[config.mk]
export PLATFORM = sky130hd
export DESIGN_NAME = lhmw_cfg
export DESIGN_NICKNAME = d
export VERILOG_FILES = /design/src/rtl/assert_macros.svh /design/src/rtl/lhmw_pkg.sv /design/src/rtl/lhmw_cfg.sv
export SDC_FILE = /design/constraint.sdc
export NUM_CORES = 1
export LEC_CHECK = 0
export ABC_AREA = 1
export BUFFER_PORTS_ARGS = -buffer_cell sky130_fd_sc_hd__clkbuf_2
export CAP_MARGIN = 20
export CORE_ASPECT_RATIO = 1.75
export CORE_MARGIN = 2
export CORE_UTILIZATION = 34
export DETAILED_ROUTE_END_ITERATION = 8
export GPL_ROUTABILITY_DRIVEN = 1
export GPL_TIMING_DRIVEN = 0
export HOLD_SLACK_MARGIN = 0.03
export PLACE_DENSITY = 0.69
export RECOVER_POWER = 100
export SYNTH_ARGS = -nofsm -noshare
export SYNTH_HDL_FRONTEND = slang
export SYNTH_SLANG_ARGS = --single-unit
[constraint.sdc]
create_clock -name i_clk -period 2.1 [get_ports i_clk]
set_input_delay 0.63 -clock i_clk [delete_from_list [all_inputs] [get_ports i_clk]]
set_output_delay 0.63 -clock i_clk [all_outputs]
set_load 0.005 [all_outputs]
[src/rtl/assert_macros.svh]
// Assertion macros shared by the maze walker RTL.
// Included by every module that carries concurrent assertions.
`ifndef ASSERT_MACROS_SVH
`define ASSERT_MACROS_SVH

// Clocked property check, switched off while reset is held.
`define LHMW_ASSERT(lbl, clk, rst_n, prop) \
    lbl: assert property (@(posedge clk) disable iff (!rst_n) prop) \
        else $error("maze walker assertion failed");

// Condition that must never be true on a clock edge out of reset.
`define LHMW_NEVER(lbl, clk, rst_n, cond) \
    `LHMW_ASSERT(lbl, clk, rst_n, !(cond))

`endif

[src/rtl/lhmw_pkg.sv]
// Package for the left-hand maze walker: register codes, the configuration
// struct, heading codes and the grid size clamp. No dependencies.
`default_nettype none

package lhmw_pkg;

    // Default grid capacity.
    localparam int MAX_ROWS_DEF = 64;
    localparam int MAX_COLS_DEF = 64;

    // Field and port widths.
    localparam int REG_W      = 7;
    localparam int STEPS_W    = 15;
    localparam int CFG_DATA_W = 32;
    localparam int CFG_ADDR_W = 5;
    localparam int REG_IDX_W  = CFG_ADDR_W - 2;

    // Largest size value that fits a register field.
    localparam int REG_MAX = (1 << REG_W) - 1;

    // Register indexes, one 32-bit word apart.
    typedef enum logic [REG_IDX_W-1:0] {
        REG_ROWS      = 3'd0,
        REG_COLS      = 3'd1,
        REG_START_ROW = 3'd2,
        REG_START_COL = 3'd3,
        REG_GOAL_ROW  = 3'd4,
        REG_GOAL_COL  = 3'd5
    } t_reg_idx;

    // Configuration as seen by the walker.
    typedef struct packed {
        logic [REG_W-1:0] rows;
        logic [REG_W-1:0] cols;
        logic [REG_W-1:0] start_row;
        logic [REG_W-1:0] start_col;
        logic [REG_W-1:0] goal_row;
        logic [REG_W-1:0] goal_col;
    } t_cfg;

    // Headings, in clockwise order.
    typedef enum logic [1:0] {
        DIR_UP    = 2'd0,
        DIR_RIGHT = 2'd1,
        DIR_DOWN  = 2'd2,
        DIR_LEFT  = 2'd3
    } t_dir;

    // Grid size in use: zero acts as one, and the size saturates at maxv.
    function automatic logic [REG_W-1:0] clamp_size(input logic [REG_W-1:0] v,
                                                    input logic [REG_W-1:0] maxv);
        logic [REG_W-1:0] res;
        if (v == '0) begin
            res = REG_W'(1);
        end else if (v > maxv) begin
            res = maxv;
        end else begin
            res = v;
        end
        return res;
    endfunction

endpackage

`default_nettype wire

[src/rtl/lhmw_cfg.sv]
// APB-style register file for the maze walker: grid size, start and goal.
// Depends on lhmw_pkg.
`default_nettype none

module lhmw_cfg (
    input  wire logic                                i_clk,
    input  wire logic                                i_rst_n,
    input  wire logic                                psel,
    input  wire logic                                penable,
    input  wire logic                                pwrite,
    input  wire logic [lhmw_pkg::CFG_ADDR_W-1:0]     paddr,
    input  wire logic [lhmw_pkg::CFG_DATA_W-1:0]     pwdata,
    output logic      [lhmw_pkg::CFG_DATA_W-1:0]     prdata,
    output logic                                     pready,
    output lhmw_pkg::t_cfg                           o_cfg
);

    lhmw_pkg::t_cfg   r_cfg;
    lhmw_pkg::t_cfg   n_cfg;
    lhmw_pkg::t_reg_idx reg_idx;
    logic             wr_en;
    logic [lhmw_pkg::REG_W-1:0] wr_val;
    logic [lhmw_pkg::REG_W-1:0] rd_val;

    assign pready  = 1'b1;
    assign reg_idx = lhmw_pkg::t_reg_idx'(paddr[lhmw_pkg::CFG_ADDR_W-1:2]);
    assign wr_en   = psel && penable && pwrite;
    assign wr_val  = pwdata[lhmw_pkg::REG_W-1:0];

    // Register write decode; unknown indexes are ignored.
    always_comb begin
        n_cfg = r_cfg;
        if (wr_en) begin
            case (reg_idx)
                lhmw_pkg::REG_ROWS:      n_cfg.rows      = wr_val;
                lhmw_pkg::REG_COLS:      n_cfg.cols      = wr_val;
                lhmw_pkg::REG_START_ROW: n_cfg.start_row = wr_val;
                lhmw_pkg::REG_START_COL: n_cfg.start_col = wr_val;
                lhmw_pkg::REG_GOAL_ROW:  n_cfg.goal_row  = wr_val;
                lhmw_pkg::REG_GOAL_COL:  n_cfg.goal_col  = wr_val;
                default:                 n_cfg           = r_cfg;
            endcase
        end
    end

    // All registers come out of reset at one.
    always_ff @(posedge i_clk) begin
        if (!i_rst_n) begin
            r_cfg.rows      <= lhmw_pkg::REG_W'(1);
            r_cfg.cols      <= lhmw_pkg::REG_W'(1);
            r_cfg.start_row <= lhmw_pkg::REG_W'(1);
            r_cfg.start_col <= lhmw_pkg::REG_W'(1);
            r_cfg.goal_row  <= lhmw_pkg::REG_W'(1);
            r_cfg.goal_col  <= lhmw_pkg::REG_W'(1);
        end else begin
            r_cfg <= n_cfg;
        end
    end

    // Read mux.
    always_comb begin
        case (reg_idx)
            lhmw_pkg::REG_ROWS:      rd_val = r_cfg.rows;
            lhmw_pkg::REG_COLS:      rd_val = r_cfg.cols;
            lhmw_pkg::REG_START_ROW: rd_val = r_cfg.start_row;
            lhmw_pkg::REG_START_COL: rd_val = r_cfg.start_col;
            lhmw_pkg::REG_GOAL_ROW:  rd_val = r_cfg.goal_row;
            lhmw_pkg::REG_GOAL_COL:  rd_val = r_cfg.goal_col;
            default:                 rd_val = '0;
        endcase
    end

    assign prdata = lhmw_pkg::CFG_DATA_W'(rd_val);
    assign o_cfg  = r_cfg;

endmodule

`default_nettype wire

==> flow_summary_export.csv, run 1 <==
group,metric,value,unit
sta,relSlewSlack,0.5555,
sta,rsz0062_at_grt,"true",
outcome,status,"complete, but fails checks",
power_and_ir_drop,peakVddDrop,0.4254,mV
clocking,cts.sinks,42,
drt,post_drt_wl_per_cell,14.15,um
global_routing,grt_max_degree,14,
sta,hold_ws,0.5006,ns
power_and_ir_drop,power,2.024,mW
critical_path,crit_arrival,1.56,ns
clocking,cts_root_buf,"clkbuf_16",
job,drv_cap,0,
drt,via_per_inst,4.848,
logic_synthesis,syn_avg_cell_area,6.375,sq um
drt,dr.pass1.iters,4,
clocking,path_clk_slew,0.06,ns
sta,hold_violations,0,
drt,dr_total_vias,2734,
clocking,clock_path_buffers,2,
critical_path,worst_path_largest_cell_delay,0.14,ns
sta,period_minus_slack,2.193,ns
placed_design,hpwl,5654,um
power_and_ir_drop,powerDensity,599.9,nW/um^2
layout,syn_to_final_growth,43.84,%
sta,fin_ws,-0.09268,ns
floorplanning,io_pins,117,
sta,worst_pin_slew,0.6668,ns
critical_path,cp_slowest_cell,"clkbuf_16",
layout,utilization,0.4994,
clocking,postCtsHoldBufs,0,
clocking,cts_tree,"done",
placed_design,gp_congestion,0.8571,
logic_synthesis,ys_seq_elements,42,
logic_synthesis,syn_area,2346,sq um
layout,final_cell_count_no_fill,564,
drt,ant_nets,0,
logic_synthesis,yosysWarnings,0,
min_path,hp-class,"register to register",
global_routing,grt_usage,0.2056,
power_and_ir_drop,p_leak,1.680,nW
floorplanning,die_h,113.9,um
min_path,holdPathStages,2,
critical_path,critPathLaunchType,"input port",
sta,clock_skew,0,ns
critical_path,path_cells,"clkbuf_16 > buf_12 > buf_6 > nand4_1 > nand2_1 > nor2_1 > nand2_1 > buf_2",
floorplanning,die_area,7606,sq um
global_routing,grt_overflow,0,
floorplanning,die_width,66.79,um
layout,fin_area,3374,sq um
placed_design,io_buffers,60,
global_routing,grt_pass1_vias,2498,
global_routing,grt_pass1_wl,11720,um
sta,finalSetupViolCount,6,
critical_path,critPathCaptureType,"output port",
drt,drtIter0Drc,98,
logic_synthesis,synth_cell_type_count,18,
sta,post-route-period-util,1.044,
logic_synthesis,seq_area_frac_synth,0.3584,
placed_design,place_ws,-0.3599,ns
drt,finalWirelength,7981,um
logic_synthesis,syn_inst,368,
sta,drv_slew,0,
clocking,htreeDepth,2,
placed_design,numPlacedInstances,536,
layout,diodes,0,
critical_path,ff2ff_path_depth,2,
clocking,cts_inserted_buffers,5,
outcome,violations,"negative setup slack",
critical_path,cpMostUsedCell,"nand2_1",
drt,drc_errors,0,
critical_path,path_class,"input port to output port",
layout,drive_gt1_frac,0.3208,
floorplanning,initial_utilization,0.3472,
floorplanning,num_rows,40,
placed_design,postPlaceCellArea,2841,sq um
layout,fin_nets,521,
layout,largest_reg_flops,42,
floorplanning,core,6756,sq um
global_routing,antenna_found_initial,0,
critical_path,critPathMaxFanout,7,
sta,max_freq,0.4561,GHz
clocking,clk_latency,0.30,ns
critical_path,worstPathRequired,1.47,ns
sta,tns,-0.2610,ns
what timing repair did:
item                       CTS  global route
buffers inserted            12             5
setup endpoints to repair    7             7
resized for setup           37            25
cloned                       1             2
pin swaps                   10            20
where the power goes:
part           internal (mW)  switching [mW]
combinational          0.132           0.168
sequential             0.807         0.00913
clock                  0.562           0.345
worst paths after layout:
path,startpoint,to,slack [ns]
worst max-delay path,paddr[2],prdata[0],-0.09
worst min-delay path,o_cfg[38]$_SDFFE_PN0P_,o_cfg[38]$_SDFFE_PN0P_,0.50
worst max register to register,o_cfg[28]$_SDFFE_PN1P_,o_cfg[28]$_SDFFE_PN1P_,1.40
worst min register to register,o_cfg[38]$_SDFFE_PN0P_,o_cfg[38]$_SDFFE_PN0P_,0.50
per-layer routing:
| metal | vias to the layer above | GRT usage | wire length (um) | part of all wire |
|---|---|---|---|---|
| met5 | - | 0 | 0 | 0 |
| met4 | 0 | 0.1755 | 815 | 0.10 |
| met3 | 51 | 0.04241 | 624 | 0.078 |
| met2 | 147 | 0.3413 | 3867 | 0.48 |
| met1 | 1211 | 0.2130 | 2673 | 0.33 |
| li1 | 1325 | - | - | - |
worst max-delay path: cells and delay by family:
kind,cells,cell delay [ns]
simple gates,4,0.40
buf+inv,4,0.54
Yosys cell counts (all sizes together):
cell | instances | area [sq um]
clkbuf | 3 | 11.26
nand2 | 102 | 387.9
nand4 | 14 | 87.58
buf | 43 | 285.3
conb | 2 | 7.510
clkinv | 1 | 3.750
o21ai | 6 | 30.03
dfxtp | 42 | 840.8
nor2 | 91 | 381.6
inv | 16 | 60.06
nand3 | 48 | 250.2
cells by family (layout without fill, tap and decap cells):
group | after synthesis | count (layout) | share of synthesized area
AO/OA/AOI/OAI | 6 | 6 | 0.01280
flip-flops | 42 | 42 | 0.3584
AND/OR/NAND/NOR | 255 | 256 | 0.4720
buffers and inverters | 63 | 150 | 0.1536
other | 2 | 26 | 0.003201
area by class of cell:
| class | count | area [sq um] |
|---|---|---|
| plain buffers | 46 | 360.3 |
| clock buffers | 6 | 128.9 |
| clock inverters | 2 | 37.54 |
| fillers | 700 | 3382 |
| inverters | 17 | 76.32 |
| multi-input cells | 288 | 1329 |
| flip-flops and latches | 42 | 840.8 |
| well taps | 84 | 105.1 |
| repair buffers | 79 | 496.7 |
cells in the final DEF, fill, tap and decap left out, types with 5 or more instances in the layout:
| cell | netlist | routed |
|---|---|---|
| nor2_1 | 81 | 77 |
| nand2_1 | 100 | 87 |
| nor2_2 | 7 | 5 |
| conb_1 | 2 | 26 |
| nor2_4 | 3 | 10 |
| clkbuf_16 | 0 | 8 |
| dfxtp_1 | 42 | 42 |
| nand3_1 | 46 | 46 |
| buf_1 | 6 | 6 |
| buf_4 | 31 | 45 |
| o21ai_1 | 6 | 5 |
| clkbuf_2 | 0 | 54 |
| clkbuf_1 | 3 | 8 |
| nand2_2 | 2 | 13 |
| nand4_1 | 14 | 14 |
| inv_1 | 13 | 13 |
Power figures use the tool's default switching activity.
==> inputs of run 2 (changes only) <==
PLACE_DENSITY = 0.66   (was 0.69)
clock period = 2.71 ns   (was 2.1 ns; I/O delays follow)
==> run 2 against run 1 <==
  * The run now ends clean
  * Non-clock buffer count decreased by 14
  * Total power shrank 26%
  * Sequential cell count unchanged
  * Sequential share of layout area is 2.6 points higher
  * Setup slack gained 0.16 ns
  * Die area stayed put
  * Wire length fell by 8.2%
  * Critical endpoint unchanged
  * Highest routed layer unchanged
==> flow_summary_export.csv, run 2 (synthesized netlist as in run 1, its figures left out) <==
group,metric,value,unit
clocking,cts_tree,"done",
layout,largest_reg_flops,42,
sta,clock_skew,0,ns
drt,post_drt_wl_per_cell,13.34,um
drt,drc_errors,0,
critical_path,critPathCaptureType,"output port",
clocking,path_clk_slew,0.06,ns
placed_design,postPlaceCellArea,2841,sq um
placed_design,io_buffers,60,
drt,ant_nets,0,
outcome,status,"finished, final reports clean",
layout,drive_gt1_frac,0.2258,
floorplanning,num_rows,40,
critical_path,critPathMaxFanout,10,
drt,finalWirelength,7325,um
placed_design,hpwl,5676,um
sta,tns,0,ns
clocking,cts.sinks,42,
min_path,hp-class,"register to register",
sta,hold_violations,0,
global_routing,grt_max_degree,13,
power_and_ir_drop,p_leak,1.515,nW
critical_path,path_class,"input port to output port",
layout,final_cell_mix,"nand2_1 (100), nor2_1 (84), nand3_1 (48)",
critical_path,ff2ff_path_depth,2,
critical_path,r2r-end,"o_cfg[0]$_SDFFE_PN1P_",
critical_path,crit_arrival,1.83,ns
layout,utilization,0.4515,
global_routing,antenna_found_initial,0,
layout,diodes,0,
layout,fin_area,3050,sq um
min_path,min-delay-start,"o_cfg[38]$_SDFFE_PN0P_",
clocking,clock_path_buffers,2,
critical_path,critPathLaunchType,"input port",
global_routing,grt_pass1_vias,2298,
floorplanning,core,6756,sq um
clocking,cts_root_buf,"clkbuf_16",
drt,dr_total_vias,2509,
sta,hold_ws,0.4989,ns
global_routing,grt_overflow,0,
sta,drv_slew,0,
sta,finalSetupViolCount,0,
layout,final_common_cell,"nand2_1",
global_routing,grt_pass1_wl,10920,um
critical_path,r2r_start,"o_cfg[0]$_SDFFE_PN1P_",
sta,max_freq,0.3789,GHz
drt,dr.pass1.iters,5,
layout,fillerInstances,772,
critical_path,worstPathRequired,1.90,ns
clocking,cts_inserted_buffers,5,
floorplanning,die_h,113.9,um
clocking,postCtsHoldBufs,0,
job,drv_cap,0,
sta,post-route-period-util,0.9738,
drt,drtIter0Drc,110,
power_and_ir_drop,powerDensity,491.1,nW/um^2
floorplanning,die_area,7606,sq um
floorplanning,io_pins,117,
global_routing,grt_usage,0.1933,
sta,period_minus_slack,2.639,ns
critical_path,regToRegSetupSlack,2.08,ns
power_and_ir_drop,peakVddDrop,0.3000,mV
placed_design,gp_congestion,0.8879,
clocking,clk_latency,0.29,ns
sta,relSlewSlack,0.5673,
drt,via_per_inst,4.570,
floorplanning,initial_utilization,0.3472,
layout,fin_nets,506,
floorplanning,die_width,66.79,um
power_and_ir_drop,power,1.498,mW
min_path,holdPathStages,2,
clocking,htreeDepth,2,
layout,syn_to_final_growth,30.03,%
sta,worst_pin_slew,0.6466,ns
min_path,holdPathEnd,"o_cfg[38]$_SDFFE_PN0P_",
run 2: cell type report:
type                    count  area, sq um  share of cell area
plain buffers              46        322.8              0.1058
clock buffers               7        132.6             0.04348
repair buffers             65        320.3              0.1050
multi-input cells         287         1232              0.4040
inverters                  17        66.31             0.02174
flip-flops and latches     42        840.8              0.2756
well taps                  84        105.1             0.03445
clock inverters             1        30.03            0.009844
run 2: report_power, final:
group	switching [mW]	total, mW	internal (mW)
combinational	0.115	0.189	0.0741
sequential	0.00674	0.632	0.626
clock	0.241	0.677	0.436
run 2: timing repair:
action	CTS	global route
resized for setup	8	14
pin swaps	0	4
setup buffers	1	4
endpoints found under the setup margin	7	7
run 2: critical path: stages:
cell,delay (ns)
clkbuf_4,0.17
inv_4,0.09
nand2_1,0.09
nor2_4,0.16
buf_6,0.16
nand2_1,0.07
nand2_1,0.06
inv_1,0.04
nand2_1,0.05
clkbuf_2,0.11
run 2: routing by layer:
layer	wire, um	up-vias	GRT usage
met2	3871	107	0.3373
met4	263	0	0.1265
met3	489	16	0.03945
met5	0	-	0
li1	-	1296	-
met1	2701	1090	0.2027
run 2: how the worst max path moves through the flow:
stage	slack, ns	start	cells past startpoint	endpoint
2_1_floorplan	0.25	paddr[3]	9	prdata[0]
3_3_place_gp	-0.11	paddr[4]	10	prdata[0]
3_5_place_dp	-0.12	paddr[4]	10	prdata[1]
4_1_cts	0.008	paddr[4]	10	prdata[5]
5_1_grt	-0.02	paddr[4]	10	prdata[1]
6_report	0.07	paddr[4]	10	prdata[0]
run 2: stage by stage:
stage | setup slack, ns | cells
after global placement | -0.1066 | 536
after global routing | -0.02062 | 549
after detailed placement | -0.1160 | 536
final | 0.07100 | 549
after floorplan | 0.2525 | 392
after CTS | 0.007883 | 545
