`config.mk`:
```
export PLATFORM = sky130hd
export DESIGN_NAME = lhmw_walk
export DESIGN_NICKNAME = d
export VERILOG_FILES = /design/src/rtl/lhmw_pkg.sv /design/src/rtl/lhmw_walk.sv
export VERILOG_INCLUDE_DIRS = /design/src /design/src/rtl
export SDC_FILE = /design/constraint.sdc
export NUM_CORES = 1
export LEC_CHECK = 0
export CAP_MARGIN = 10
export CORE_UTILIZATION = 55
export DETAILED_ROUTE_END_ITERATION = 10
export DONT_BUFFER_PORTS = 1
export GPL_TIMING_DRIVEN = 0
export PLACE_DENSITY = 0.78
export SLEW_MARGIN = 20
export SYNTH_ARGS = -nofsm -noshare
export SYNTH_HDL_FRONTEND = slang
export SYNTH_SLANG_ARGS = --single-unit
```
`constraint.sdc`:
```
create_clock -name i_clk -period 9.74 [get_ports i_clk]
set_input_delay 1.948 -clock i_clk [delete_from_list [all_inputs] [get_ports i_clk]]
set_output_delay 1.948 -clock i_clk [all_outputs]
set_load 0.01 [all_outputs]
```
`src/rtl/assert_macros.svh`:
```
// Assertion macros shared by the maze walker RTL.
// Included by every module that carries concurrent assertions.
`ifndef ASSERT_MACROS_SVH
`define ASSERT_MACROS_SVH

// Clocked property check, switched off while reset is held.
`define LHMW_ASSERT(lbl, clk, rst_n, prop) \
    lbl: assert property (@(posedge clk) disable iff (!rst_n) prop) \
        else $error("maze walker assertion failed");

// Condition that must never be true on a clock edge out of reset.
`define LHMW_NEVER(lbl, clk, rst_n, cond) \
    `LHMW_ASSERT(lbl, clk, rst_n, !(cond))

`endif

```
`src/rtl/lhmw_pkg.sv`:
```
// Package for the left-hand maze walker: register codes, the configuration
// struct, heading codes and the grid size clamp. No dependencies.
`default_nettype none

package lhmw_pkg;

    // Default grid capacity.
    localparam int MAX_ROWS_DEF = 64;
    localparam int MAX_COLS_DEF = 64;

    // Field and port widths.
    localparam int REG_W      = 7;
    localparam int STEPS_W    = 15;
    localparam int CFG_DATA_W = 32;
    localparam int CFG_ADDR_W = 5;
    localparam int REG_IDX_W  = CFG_ADDR_W - 2;

    // Largest size value that fits a register field.
    localparam int REG_MAX = (1 << REG_W) - 1;

    // Register indexes, one 32-bit word apart.
    typedef enum logic [REG_IDX_W-1:0] {
        REG_ROWS      = 3'd0,
        REG_COLS      = 3'd1,
        REG_START_ROW = 3'd2,
        REG_START_COL = 3'd3,
        REG_GOAL_ROW  = 3'd4,
        REG_GOAL_COL  = 3'd5
    } t_reg_idx;

    // Configuration as seen by the walker.
    typedef struct packed {
        logic [REG_W-1:0] rows;
        logic [REG_W-1:0] cols;
        logic [REG_W-1:0] start_row;
        logic [REG_W-1:0] start_col;
        logic [REG_W-1:0] goal_row;
        logic [REG_W-1:0] goal_col;
    } t_cfg;

    // Headings, in clockwise order.
    typedef enum logic [1:0] {
        DIR_UP    = 2'd0,
        DIR_RIGHT = 2'd1,
        DIR_DOWN  = 2'd2,
        DIR_LEFT  = 2'd3
    } t_dir;

    // Grid size in use: zero acts as one, and the size saturates at maxv.
    function automatic logic [REG_W-1:0] clamp_size(input logic [REG_W-1:0] v,
                                                    input logic [REG_W-1:0] maxv);
        logic [REG_W-1:0] res;
        if (v == '0) begin
            res = REG_W'(1);
        end else if (v > maxv) begin
            res = maxv;
        end else begin
            res = v;
        end
        return res;
    endfunction

endpackage

`default_nettype wire

```
`src/rtl/lhmw_walk.sv`:
```
// Walk sequencer for the maze walker: one shared multiplier for setup, one
// shared address adder for neighbor probes. Uses lhmw_pkg and assert_macros.svh.
`default_nettype none

`include "assert_macros.svh"

module lhmw_walk #(
    parameter int MAX_ROWS = lhmw_pkg::MAX_ROWS_DEF,
    parameter int MAX_COLS = lhmw_pkg::MAX_COLS_DEF,
    parameter int AW       = $clog2(lhmw_pkg::MAX_ROWS_DEF * lhmw_pkg::MAX_COLS_DEF)
) (
    input  wire logic                              i_clk,
    input  wire logic                              i_rst_n,
    input  wire lhmw_pkg::t_cfg                    i_cfg,
    input  wire logic                              i_in_valid,
    output logic                                   o_in_ready,
    input  wire logic                              i_last_cell,
    output logic                                   o_out_valid,
    input  wire logic                              i_out_ready,
    output logic                                   o_reached,
    output logic [lhmw_pkg::STEPS_W-1:0]           o_steps,
    output logic                                   o_rd_en,
    output logic [AW-1:0]                          o_rd_addr,
    input  wire logic                              i_rd_data
);

    localparam int RW      = lhmw_pkg::REG_W;
    localparam int RMAX    = (MAX_ROWS < lhmw_pkg::REG_MAX) ? MAX_ROWS : lhmw_pkg::REG_MAX;
    localparam int CMAX    = (MAX_COLS < lhmw_pkg::REG_MAX) ? MAX_COLS : lhmw_pkg::REG_MAX;
    localparam int LIM_MAX = 4 * RMAX * CMAX;
    localparam int LIM_W   = $clog2(LIM_MAX + 1);
    localparam int CW      = (LIM_W > lhmw_pkg::STEPS_W) ? LIM_W : lhmw_pkg::STEPS_W;
    localparam int PW      = 2 * RW;
    localparam int SW      = ((AW > RW) ? AW : RW) + 1;

    typedef enum logic [2:0] {
        S_LOAD,
        S_START,
        S_ADDR,
        S_LIMIT,
        S_PROBE,
        S_CHECK,
        S_OUT
    } t_state;

    t_state              r_state;
    logic [RW-1:0]       r_row;
    logic [RW-1:0]       r_col;
    logic [AW-1:0]       r_addr;
    lhmw_pkg::t_dir      r_heading;
    logic [1:0]          r_try;
    logic [CW-1:0]       r_count;
    logic [CW-1:0]       r_limit;
    logic [PW-1:0]       r_prod;
    logic [RW-1:0]       r_cand_row;
    logic [RW-1:0]       r_cand_col;
    lhmw_pkg::t_dir      r_cand_dir;
    logic                r_cand_ok;
    logic [AW-1:0]       r_cand_addr;
    logic                r_reached;
    logic [lhmw_pkg::STEPS_W-1:0] r_steps;

    logic [RW-1:0]       nr;
    logic [RW-1:0]       nc;
    logic                start_in;
    logic                start_is_goal;
    logic [RW-1:0]       mul_a;
    logic [PW-1:0]       mul_p;
    lhmw_pkg::t_dir      probe_dir;
    logic                cand_ok;
    logic [RW-1:0]       cand_row;
    logic [RW-1:0]       cand_col;
    logic                step_by_row;
    logic                step_down;
    logic [SW-1:0]       add_b;
    logic [SW-1:0]       add_sum;
    logic                cand_open;
    logic                at_goal;
    logic [CW-1:0]       count_inc;

    // Grid size in use and start placement.
    assign nr = lhmw_pkg::clamp_size(i_cfg.rows, RW'(RMAX));
    assign nc = lhmw_pkg::clamp_size(i_cfg.cols, RW'(CMAX));
    assign start_in = (i_cfg.start_row != '0) && (i_cfg.start_row <= nr) &&
                      (i_cfg.start_col != '0) && (i_cfg.start_col <= nc);
    assign start_is_goal = (i_cfg.start_row == i_cfg.goal_row) &&
                           (i_cfg.start_col == i_cfg.goal_col);

    // Shared multiplier: start row offset first, then the cell count.
    assign mul_a = (r_state == S_START) ? (i_cfg.start_row - RW'(1)) : nr;
    assign mul_p = PW'(mul_a) * PW'(nc);

    // Probe direction: left of heading, then straight, right, back.
    assign probe_dir = lhmw_pkg::t_dir'(2'(r_heading + 2'd3 + r_try));

    always_comb begin
        case (probe_dir)
            lhmw_pkg::DIR_UP: begin
                cand_ok     = (r_row > RW'(1));
                cand_row    = r_row - RW'(1);
                cand_col    = r_col;
                step_by_row = 1'b1;
                step_down   = 1'b1;
            end
            lhmw_pkg::DIR_RIGHT: begin
                cand_ok     = (r_col < nc);
                cand_row    = r_row;
                cand_col    = r_col + RW'(1);
                step_by_row = 1'b0;
                step_down   = 1'b0;
            end
            lhmw_pkg::DIR_DOWN: begin
                cand_ok     = (r_row < nr);
                cand_row    = r_row + RW'(1);
                cand_col    = r_col;
                step_by_row = 1'b1;
                step_down   = 1'b0;
            end
            lhmw_pkg::DIR_LEFT: begin
                cand_ok     = (r_col > RW'(1));
                cand_row    = r_row;
                cand_col    = r_col - RW'(1);
                step_by_row = 1'b0;
                step_down   = 1'b1;
            end
            default: begin
                cand_ok     = 1'b0;
                cand_row    = r_row;
                cand_col    = r_col;
                step_by_row = 1'b0;
                step_down   = 1'b0;
            end
        endcase
    end

    // Shared address adder: a row step moves by the column count.
    assign add_b   = step_by_row ? SW'(nc) : SW'(1);
    assign add_sum = step_down ? (SW'(r_addr) - add_b) : (SW'(r_addr) + add_b);

    assign o_rd_en   = (r_state == S_PROBE) && cand_ok;
    assign o_rd_addr = add_sum[AW-1:0];

    // The start cell always counts as open, whatever the map holds.
    assign cand_open = r_cand_ok &&
                       (((r_cand_row == i_cfg.start_row) && (r_cand_col == i_cfg.start_col))
                        || i_rd_data);
    assign at_goal   = (r_cand_row == i_cfg.goal_row) && (r_cand_col == i_cfg.goal_col);
    assign count_inc = r_count + CW'(1);

    // Sequencer state and result registers.
    always_ff @(posedge i_clk) begin
        if (!i_rst_n) begin
            r_state   <= S_LOAD;
            r_heading <= lhmw_pkg::DIR_UP;
            r_try     <= '0;
            r_count   <= '0;
        end else begin
            case (r_state)
                S_LOAD: begin
                    if (i_in_valid && i_last_cell) begin
                        r_state <= S_START;
                    end
                end
                S_START: begin
                    r_row     <= i_cfg.start_row;
                    r_col     <= i_cfg.start_col;
                    r_heading <= lhmw_pkg::DIR_UP;
                    r_try     <= '0;
                    r_count   <= '0;
                    r_prod    <= mul_p;
                    if (!start_in) begin
                        r_reached <= 1'b0;
                        r_steps   <= '0;
                        r_state   <= S_OUT;
                    end else if (start_is_goal) begin
                        r_reached <= 1'b1;
                        r_steps   <= '0;
                        r_state   <= S_OUT;
                    end else begin
                        r_state <= S_ADDR;
                    end
                end
                S_ADDR: begin
                    r_addr  <= AW'(r_prod + PW'(i_cfg.start_col - RW'(1)));
                    r_prod  <= mul_p;
                    r_state <= S_LIMIT;
                end
                S_LIMIT: begin
                    r_limit <= CW'({r_prod, 2'b00});
                    r_state <= S_PROBE;
                end
                S_PROBE: begin
                    // The candidate address is held for the move.
                    r_cand_row  <= cand_row;
                    r_cand_col  <= cand_col;
                    r_cand_dir  <= probe_dir;
                    r_cand_ok   <= cand_ok;
                    r_cand_addr <= add_sum[AW-1:0];
                    r_state     <= S_CHECK;
                end
                S_CHECK: begin
                    if (cand_open) begin
                        r_row     <= r_cand_row;
                        r_col     <= r_cand_col;
                        r_addr    <= r_cand_addr;
                        r_heading <= r_cand_dir;
                        r_count   <= count_inc;
                        r_try     <= '0;
                        if (at_goal) begin
                            r_reached <= 1'b1;
                            r_steps   <= count_inc[lhmw_pkg::STEPS_W-1:0];
                            r_state   <= S_OUT;
                        end else if (count_inc == r_limit) begin
                            r_reached <= 1'b0;
                            r_steps   <= '0;
                            r_state   <= S_OUT;
                        end else begin
                            r_state <= S_PROBE;
                        end
                    end else if (r_try == 2'd3) begin
                        r_reached <= 1'b0;
                        r_steps   <= '0;
                        r_state   <= S_OUT;
                    end else begin
                        r_try   <= r_try + 2'd1;
                        r_state <= S_PROBE;
                    end
                end
                S_OUT: begin
                    if (i_out_ready) begin
                        r_state <= S_LOAD;
                    end
                end
                default: begin
                    r_state <= S_LOAD;
                end
            endcase
        end
    end

    assign o_in_ready  = (r_state == S_LOAD);
    assign o_out_valid = (r_state == S_OUT);
    assign o_reached   = r_reached;
    assign o_steps     = r_steps;

    // The last cell always starts a walk, so the input closes at once.
    `LHMW_ASSERT(a_last_closes_input, i_clk, i_rst_n, (i_in_valid && o_in_ready && i_last_cell) |=> !o_in_ready)
    // A walk that misses the goal reports no moves.
    `LHMW_ASSERT(a_miss_zero_steps, i_clk, i_rst_n, (o_out_valid && !o_reached) |-> (o_steps == '0))
    // Every probe starts below the move limit.
    `LHMW_ASSERT(a_probe_under_limit, i_clk, i_rst_n, (r_state == S_PROBE) |-> (r_count < r_limit))

endmodule

`default_nettype wire

```
==> results of run 1 <==
-- synth_stat cells (all sizes together), types with 3 or more instances --
master	n	area, um2
a2111oi	4	35.0
a211oi	3	22.5
a21o	14	105
a21oi	79	399
a221oi	9	78.8
a31oi	7	43.8
and2	7	43.8
and3	5	36.3
buf	19	120
clkbuf	23	86.3
clkinv	3	11.3
dfxtp	22	440
edfxtp	97	2910
fa	25	500
ha	95	1190
inv	60	225
mux2	17	191
nand2	58	218
nand2b	14	87.6
nand3	31	173
nand3b	6	45.0
nand4	10	68.8
nor2	122	460
nor2b	11	68.8
nor3	19	100
nor4	14	128
o21a	6	45.0
o21ai	42	210
o21bai	7	52.6
o22ai	3	18.8
o31ai	5	42.5
or2	9	58.8
or3	12	80.1
xnor2	78	683
xor2	48	420
-- area by class of cell --
class,instances,area (um2),area share (%)
buffer,42,206,1.96
clock buffer,19,433,4.11
clock inverter,13,154,1.46
inverter,63,236,2.25
multi-input combinational,780,5830,55.4
sequential,119,3350,31.9
tap,220,275,2.62
timing repair buffer,3,35.0,0.333
-- worst paths after layout --
kind | from | endpoint | slack (ps)
worst max-delay path | r_try[0] | o_rd_addr[11] | 2070
worst min register to register | r_prod[12] | r_limit[14] | 410
worst max register to register | r_state[1] | r_prod[12] | 3850
worst min-delay path | r_prod[12] | r_limit[14] | 410
-- through the flow --
stage / area, um2 / setup WS [ps] / hold WS [ps] / util, % / power, mW
after global placement: 9880 / 2280 / 405 / 58.7 / 0.973
after global routing: 10500 / 1770 / 432 / 62.6 / 1.69
final: 10500 / 2070 / 415 / 62.6 / 1.62
after CTS: 10500 / 2070 / 412 / 62.6 / 1.61
after floorplan: 9600 / 2740 / 400 / - / 0.895
after detailed placement: 9930 / 2170 / 405 / 59.1 / 0.985
-- kinds of logic after synthesis --
logic type	synth area share, %
flip-flops	34.9
adder cells (fa/ha/maj)	17.6
XOR/XNOR	11.7
AND/OR/NAND/NOR	16.7
multiplexers	2.20
buffers and inverters	4.61
AO/OA/AOI/OAI	12.3
-- state kept, by name (all words and copies together) (netlist names) --
register and cells:
r_heading 2, o_steps 15, r_cand_dir 2, r_row 7, r_count 15, r_limit 13
r_state 3, r_cand_col 7, r_cand_addr 12, r_cand_row 7, r_addr 12, r_cand_ok 1
o_reached 1, r_try 2, r_prod 13, r_col 7
-- power groups by stage --
stage          Combinational [mW]  Sequential (mW)  Clock [mW]
3_5_place_dp                0.365            0.620           0
2_1_floorplan               0.282            0.613           0
4_1_cts                     0.371            0.610       0.634
3_3_place_gp                0.352            0.621           0
5_1_grt                     0.419            0.613       0.661
6_report                    0.375            0.611       0.634
-- per-layer routing --
layer / global-route usage (%) / part of all wire (%)
met1: 36.0 / 42
met2: 46.2 / 48
met3: 5.78 / 7.2
met4: 9.24 / 2.1
met5: 0 / 0
-- cells in the final DEF, fill, tap and decap left out, types with 9 or more instances in the layout --
master     synthesis  layout
nor2_1           121     119
edfxtp_1          97      97
ha_1              95      95
xnor2_1           78      78
a21oi_1           78      77
inv_1             60      60
nand2_1           58      58
xor2_1            48      48
o21ai_0           31      31
nand3_1           29      29
clkbuf_1          23      25
fa_1              25      25
dfxtp_1           22      22
nor3_1            18      17
mux2_2            17      17
clkbuf_16          0      17
buf_2             15      15
a21o_1            14      14
nand2b_1          14      14
nor2b_1           11      11
o21ai_1           11      11
or3_1             11      11
nor4_1             9       9
a221oi_1           9       9
nand4_1            9       9
==> flow_metrics.env, run 1 <==
export IMPL_outcome="finished, final reports clean"
export IMPL_routed_wirelength_um=23800
export IMPL_critical_path_most_common_cell="ha_1"
export IMPL_core_area_um2=16800
export IMPL_overflow=0
export IMPL_gp_congestion=0.937
export IMPL_portBuffers=0
export IMPL_first_iter_violations=635
export IMPL_antenna_diode_count=0
export IMPL_sw_frac_of_total_pct=29.7
export IMPL_cts_path_max_buffers=2
export IMPL_yosys_warnings=0
export IMPL_fmax_mhz=130
export IMPL_critical_path_slowest_cell="clkbuf_1"
export IMPL_critPathKind="reg2out"
export IMPL_finalHoldViolCount=0
export IMPL_nNetsFinal=1194
export IMPL_cts_hold_buf=0
export IMPL_insertion_delay_ps=420
export IMPL_arrival_ps=5720
export IMPL_fin_tns_setup_ps=0
export IMPL_drtAntennaViolNets=0
export IMPL_vias_per_cell=5.97
export IMPL_reg2regPathDepth=22
export IMPL_worstMarginPinSlew_ps=1080
export IMPL_cts_repair_resized=0
export IMPL_cpLargestDelayFamily="compound AO/OA/AOI/OAI gates"
export IMPL_p_int_mw=1.14
export IMPL_rsz0062_at_grt="false"
export IMPL_p_switching_mw=0.481
export IMPL_hp_class="reg2reg"
export IMPL_htreeDepth=4
export IMPL_dpl_cell_count=1227
export IMPL_synth_seq_cells=119
export IMPL_synthCells=1004
export IMPL_numCtsBuffers=17
export IMPL_finalNonFillerCells=1259
export IMPL_grt_start_max_net_pins=23
export IMPL_place_hpwl_um=17900
export IMPL_area_growth_pct=9.56
export IMPL_grt_pass1_wl_um=38000
export IMPL_fillers=1427
export IMPL_finalCritPeriodShare_pct=78.7
export IMPL_period_minus_slack_ps=7670
export IMPL_antenna_found_initial=0
export IMPL_pwr_share_comb_pct=23.2
export IMPL_die_h_um=134
export IMPL_power_density_nw_per_um2=154
export IMPL_pin_count=79
export IMPL_num_vias=7511
export IMPL_track_usage_pct=27.8
export IMPL_critPathRequiredTime_ps=7790
export IMPL_critPathMaxStageDelay_ps=530
export IMPL_cap_violations=0
export IMPL_syn_avg_cell_area_um2=9.56
export IMPL_dieArea_um2=18000
export IMPL_tritoncts="done"
export IMPL_worst_setup_path_start_kind="flip-flop"
export IMPL_die_w_um=134
export IMPL_crit_chain="inv_1 -> ha_1 -> clkbuf_1 -> inv_1 -> ha_1 -> clkbuf_1 -> nor2_1 -> nand2_1 -> inv_1 -> ha_1 -> a21oi_1 -> ha_1 -> nor2b_1 -> o21a_1 -> o21ai_0 -> nand2b_1 -> a31oi_1 -> o21ai_0 -> o41a_1 -> xnor2_1"
export IMPL_syn_area_um2=9600
export IMPL_synth_edf_count=97
export IMPL_p_clk_share_pct=39.2
export IMPL_drive_above_1_share_pct=9.05
export IMPL_path_max_fanout=10
export IMPL_cp_depth=20
export IMPL_wire_per_inst_um=18.9
export IMPL_cts_setup_buffers=0
export IMPL_synth_distinct_cells=65
export IMPL_leakagePower_nw=4.09
export IMPL_ys_seq_area_share_pct=34.9
export IMPL_critPathBufInv=5
export IMPL_grt_pass1_vias=7305
export IMPL_slew_headroom_pct=28.1
export IMPL_clk_pin_slew_ps=50
export IMPL_clock_skew_ps=13.2
export IMPL_drc=0
export IMPL_ir_drop_mv=0.0967
export IMPL_syn_nets=1172
export IMPL_start_util_pct=57.1
export IMPL_holdPathStages=0
export IMPL_pwr_share_seq_pct=37.7
export IMPL_clockRootBuffer="clkbuf_16"
export IMPL_row_count=47
export IMPL_end_kind="output port"
export IMPL_firstDrtPassIters=5
export IMPL_maxSlewViolCount=0
export IMPL_setup_viol=0
export IMPL_ys_flop_type="edfxtp_1"
export IMPL_ys_async_sr_fraction_pct=0
export IMPL_cts_sinks=119
Note: power is estimated with default switching activity, not from simulation.
==> run 2, diff against run 1 <==
--- a/config.mk
+++ b/config.mk
@@ -11,7 +11,7 @@
 export DETAILED_ROUTE_END_ITERATION = 10
 export DONT_BUFFER_PORTS = 1
 export GPL_TIMING_DRIVEN = 0
-export PLACE_DENSITY = 0.78
+export PLACE_DENSITY = 0.81
 export SLEW_MARGIN = 20
 export SYNTH_ARGS = -nofsm -noshare
 export SYNTH_HDL_FRONTEND = slang
==> constraint.sdc (replaced) <==
create_clock -name i_clk -period 6.7 [get_ports i_clk]
set_input_delay 1.34 -clock i_clk [delete_from_list [all_inputs] [get_ports i_clk]]
set_output_delay 1.34 -clock i_clk [all_outputs]
set_load 0.01 [all_outputs]
==> run 2 against run 1 <==
Net effect: flip-flop and latch count stayed put; via count grew 2.1%; routed wire length shrank 1.2%.
==> flow_metrics.env, run 2 (same netlist as run 1, synthesis figures left out) <==
export IMPL_fillers=1364
export IMPL_ir_drop_mv=0.193
export IMPL_clockRootBuffer="clkbuf_16"
export IMPL_rsz0062_at_grt="false"
export IMPL_cts_path_max_buffers=2
export IMPL_final_cell_mix="118 x nor2_1, 97 x edfxtp_1, 94 x ha_1"
export IMPL_layout_commonest_cell="nor2_1"
export IMPL_utilization_pct=62.8
export IMPL_leakagePower_nw=4.12
export IMPL_finalHoldViolCount=0
export IMPL_multi_input_area_um2=5850
export IMPL_tritoncts="done"
export IMPL_antenna_diode_count=0
export IMPL_clock_skew_ps=10.7
export IMPL_row_count=47
export IMPL_p_int_mw=1.66
export IMPL_core_area_um2=16800
export IMPL_cap_violations=0
export IMPL_wire_per_inst_um=18.7
export IMPL_startpoint="r_try[0]"
export IMPL_power_density_nw_per_um2=225
export IMPL_critPathKind="reg2out"
export IMPL_htreeDepth=4
export IMPL_holdCritStartpoint="r_prod[12]"
export IMPL_num_vias=7667
export IMPL_fmax_mhz=156
export IMPL_p_switching_mw=0.716
export IMPL_crit_chain="inv_1 -> ha_2 -> xnor2_1 -> xnor2_1 -> ha_1 -> clkbuf_1 -> nor2_4 -> nand2_1 -> inv_1 -> ha_1 -> nor2_1 -> xnor2_1 -> ha_1 -> a21o_1 -> a21oi_1 -> o21bai_1 -> a21oi_1 -> o21ai_0 -> a21o_1 -> a21oi_1 -> xnor2_1"
export IMPL_fin_tns_setup_ps=0
export IMPL_setup_ws_ps=279
export IMPL_place_hpwl_um=18000
export IMPL_cts_hold_buf=0
export IMPL_die_w_um=134
export IMPL_drtAntennaViolNets=0
export IMPL_grt_start_max_net_pins=24
export IMPL_r2r_start="r_state[1]"
export IMPL_critPathMaxStageDelay_ps=510
export IMPL_hp_class="reg2reg"
export IMPL_finalCritPeriodShare_pct=95.8
export IMPL_nNetsFinal=1194
export IMPL_routed_wirelength_um=23500
export IMPL_cts_sinks=119
export IMPL_drive_above_1_share_pct=9.82
export IMPL_overflow=0
export IMPL_path_max_fanout=9
export IMPL_sw_frac_of_total_pct=30.1
export IMPL_gp_congestion=0.926
export IMPL_start_util_pct=57.1
export IMPL_maxSlewViolCount=0
export IMPL_antenna_found_initial=0
export IMPL_worst_setup_path_start_kind="flip-flop"
export IMPL_grt_pass1_vias=7635
export IMPL_critical_path_slowest_cell="xnor2_1"
export IMPL_pwr_share_seq_pct=37.3
export IMPL_worstMarginPinSlew_ps=850
export IMPL_end_kind="output port"
export IMPL_dpl_cell_count=1227
export IMPL_finalNonFillerCells=1259
export IMPL_vias_per_cell=6.09
export IMPL_grt_pass1_wl_um=38600
export IMPL_regArea_um2=3350
export IMPL_critical_path_most_common_cell="xnor2_1"
export IMPL_first_iter_violations=579
export IMPL_outcome="finished, final reports clean"
export IMPL_critPathBufInv=3
export IMPL_slew_headroom_pct=43.3
export IMPL_critPathRequiredTime_ps=5360
export IMPL_cpLargestDelayFamily="compound AO/OA/AOI/OAI gates"
export IMPL_place_ws_ps=112
export IMPL_insertion_delay_ps=430
export IMPL_portBuffers=0
export IMPL_period_minus_slack_ps=6420
export IMPL_area_growth_pct=9.97
export IMPL_numCtsBuffers=17
export IMPL_setup_viol=0
export IMPL_p_clk_share_pct=39.6
export IMPL_pin_count=79
export IMPL_firstDrtPassIters=5
export IMPL_drc=0
export IMPL_die_h_um=134
export IMPL_pwr_share_comb_pct=23.1
export IMPL_dieArea_um2=18000
export IMPL_clk_pin_slew_ps=60
export IMPL_arrival_ps=5080
export IMPL_track_usage_pct=27.8
-- run 2: cell count changes in the layout (fill, tap and decap cells not counted), sizes merged --
| cell | previous run | this run |
|---|---|---|
| clkbuf | 42 | 40 |
| clkinv | 8 | 10 |
| clkinvlp | 4 | 2 |
| inv | 61 | 63 |
-- run 2: final timing paths --
path | cells after the start | end | slack, ps
worst min-delay path | 0 | r_limit[14] | 420
worst min register to register | 0 | r_limit[14] | 420
worst max register to register | 22 | r_prod[12] | 700
worst max-delay path | 21 | o_rd_addr[10] | 280
-- run 2: timing repair --
action	in CTS	in global routing
resized for setup	2	6
setup endpoints to repair	2	3
setup buffers	0	0
-- run 2: layer usage --
layer	wire [um]	vias to the layer above	global-route usage (%)
met2	11700	353	47.1
met4	571	0	11.9
met5	0	-	0
li1	-	3574	-
met3	1900	50	5.25
met1	9380	3690	34.7
-- run 2: power by group through the flow --
stage / combinational [mW] / clock [mW] / sequential (mW)
after CTS: 0.539 / 0.940 / 0.887
after global routing: 0.612 / 0.972 / 0.890
after floorplan: 0.409 / 0 / 0.892
after global placement: 0.512 / 0 / 0.902
after detailed placement: 0.532 / 0 / 0.901
final: 0.549 / 0.941 / 0.887
-- run 2: layout make-up --
type                       count  area share, %
clock inverter                15           1.66
buffer                        42           1.99
sequential                   119           31.8
clock buffer                  17           4.03
timing repair buffer           3          0.332
multi-input combinational    780           55.4
inverter                      63           2.24
tap                          220           2.61
-- run 2: metrics by stage --
step           instance area, um2  power (mW)  hold slack [ps]
2_1_floorplan                9600        1.30              400
3_3_place_gp                 9880        1.41              404
3_5_place_dp                 9930        1.43              405
4_1_cts                     10500        2.37              423
5_1_grt                     10600        2.47              446
6_report                    10600        2.38              421
==> run 3, diff against run 2 <==
==> constraint.sdc (replaced) <==
create_clock -name i_clk -period 6.7 [get_ports i_clk]
set_input_delay 0.335 -clock i_clk [delete_from_list [all_inputs] [get_ports i_clk]]
set_output_delay 0.335 -clock i_clk [all_outputs]
set_load 0.01 [all_outputs]
==> run 3 against run 2 <==
Net effect: global-route usage stayed put; maximum frequency is 6.0% higher; non-clock buffer count stayed put; power is 0.14% lower; die area stayed put; clock-buffer cell count stayed put; register-to-register slack better by 90 ps; critical path type unchanged; critical endpoint is now o_rd_addr[11]; highest routed layer unchanged.
==> flow_metrics.env, run 3 (same netlist as run 1, synthesis figures left out) <==
export IMPL_routed_wirelength_um=23400
export IMPL_row_count=47
export IMPL_critical_path_most_common_cell="ha_1"
export IMPL_power_density_nw_per_um2=225
export IMPL_num_vias=7638
export IMPL_period_minus_slack_ps=6060
export IMPL_gp_congestion=0.926
export IMPL_portBuffers=0
export IMPL_firstDrtPassIters=5
export IMPL_grt_pass1_vias=7637
export IMPL_dr_max_layer_used="met4"
export IMPL_antenna_diode_count=0
export IMPL_wire_per_inst_um=18.6
export IMPL_reg2regPathDepth=22
export IMPL_vias_per_cell=6.07
export IMPL_reg2reg_setup_slack_ps=790
export IMPL_nNetsFinal=1194
export IMPL_overflow=0
export IMPL_arrival_ps=5730
export IMPL_area_growth_pct=9.71
export IMPL_htreeDepth=4
export IMPL_end_kind="output port"
export IMPL_finalCritPeriodShare_pct=90.4
export IMPL_drc=0
export IMPL_multi_input_area_um2=5830
export IMPL_rsz0062_at_grt="false"
export IMPL_regArea_um2=3350
export IMPL_fillers=1372
export IMPL_drive_above_1_share_pct=9.34
export IMPL_hp_class="in2reg"
export IMPL_cts_path_max_buffers=2
export IMPL_fin_tns_setup_ps=0
export IMPL_cts_sinks=119
export IMPL_hold_slack_ps=26.7
export IMPL_met2WireLength_um=11500
export IMPL_utilization_pct=62.6
export IMPL_slew_headroom_pct=42.2
export IMPL_outcome="finished, final reports clean"
export IMPL_core_area_um2=16800
export IMPL_cts_setup_buffers=0
export IMPL_crit_path_end="o_rd_addr[11]"
export IMPL_finalHoldViolCount=0
export IMPL_antenna_found_initial=0
export IMPL_cts_repair_resized=0
export IMPL_first_iter_violations=643
export IMPL_cap_violations=0
export IMPL_final_cell_mix="119 x nor2_1, 97 x edfxtp_1, 95 x ha_1"
export IMPL_die_w_um=134
export IMPL_clockRootBuffer="clkbuf_16"
export IMPL_grt_pass1_wl_um=38600
export IMPL_r2r_start="r_state[1]"
export IMPL_startpoint="r_try[0]"
export IMPL_place_hpwl_um=18000
export IMPL_setup_viol=0
export IMPL_fmax_mhz=165
export IMPL_grt_start_max_net_pins=24
export IMPL_ir_drop_mv=0.193
export IMPL_pin_count=79
export IMPL_place_area_um2=9930
export IMPL_track_usage_pct=27.8
export IMPL_dieArea_um2=18000
export IMPL_numCtsBuffers=17
export IMPL_clk_pin_slew_ps=60
export IMPL_finalInstanceArea_um2=10500
export IMPL_tritoncts="done"
export IMPL_critPathRequiredTime_ps=6360
export IMPL_path_max_fanout=10
export IMPL_leakagePower_nw=4.11
export IMPL_cts_hold_buf=0
export IMPL_insertion_delay_ps=430
export IMPL_clock_skew_ps=12.4
export IMPL_critPathMaxStageDelay_ps=510
export IMPL_crit_chain="inv_1 -> ha_1 -> clkbuf_1 -> inv_1 -> ha_1 -> clkbuf_1 -> nor2_1 -> nand2_1 -> inv_1 -> ha_1 -> a21oi_1 -> ha_1 -> nor2b_1 -> o21a_1 -> o21ai_0 -> nand2b_1 -> a31oi_1 -> o21ai_0 -> o41a_1 -> xnor2_1"
export IMPL_holdPathStages=2
export IMPL_die_h_um=134
export IMPL_maxSlewViolCount=0
export IMPL_wl_met3_um=1800
export IMPL_r2r_end="r_prod[12]"
export IMPL_critPathKind="reg2out"
export IMPL_start_util_pct=57.1
export IMPL_drtAntennaViolNets=0
export IMPL_wl_met1_um=9480
export IMPL_layout_commonest_cell="nor2_1"
export IMPL_critical_path_slowest_cell="clkbuf_1"
export IMPL_worst_setup_path_start_kind="flip-flop"
export IMPL_worstMarginPinSlew_ps=866
## run 3: per-layer routing
| metal | vias to the layer above | GRT usage, % |
|---|---|---|
| li1 | 3577 | - |
| met1 | 3662 | 34.7 |
| met2 | 337 | 47.1 |
| met3 | 62 | 5.25 |
| met4 | 0 | 11.9 |
| met5 | - | 0 |
## run 3: how the worst min path moves through the flow
| stage | from | endpoint | slack (ps) |
|---|---|---|---|
| after floorplan | r_prod[12] | r_limit[14] | 400 |
| after global placement | r_prod[12] | r_limit[14] | 400 |
| after detailed placement | r_prod[12] | r_limit[14] | 400 |
| after CTS | i_rst_n | r_state[1] | 10 |
| after global routing | i_rst_n | r_state[1] | 40 |
| final | i_rst_n | r_state[1] | 30 |
## run 3: layout make-up
| cell class | instances | share of cell area (%) |
|---|---|---|
| well taps | 220 | 2.61 |
| repair buffers | 3 | 0.333 |
| inverters | 63 | 2.24 |
| clock inverters | 15 | 1.66 |
| clock buffers | 17 | 4.04 |
| flip-flops and latches | 119 | 31.8 |
| plain buffers | 42 | 1.96 |
| multi-input cells | 780 | 55.3 |
## run 3: critical path: cells and delay by family, from the launching register on
family                   cells  cell delay [ps]
AO/OA/AOI/OAI                6             1340
adder cells (fa/ha/maj)      4             1270
buffers and inverters        5             1180
AND/OR/NAND/NOR              4              810
flip-flops                   1              350
XOR/XNOR                     1              340
## run 3: report_power, final
group	leakage, nW	internal, mW	switching, mW	total (mW)
Sequential	1.06	0.859	0.0275	0.887
Combinational	2.76	0.214	0.330	0.544
Clock	0.289	0.585	0.358	0.942
## run 3: through the flow
| step | total power, mW | setup slack (ps) | cells |
|---|---|---|---|
| 2_1_floorplan | 1.30 | 1630 | 1004 |
| 3_3_place_gp | 1.41 | 1000 | 1224 |
| 3_5_place_dp | 1.43 | 924 | 1227 |
| 4_1_cts | 2.37 | 714 | 1259 |
| 5_1_grt | 2.47 | 191 | 1259 |
| 6_report | 2.37 | 640 | 1259 |
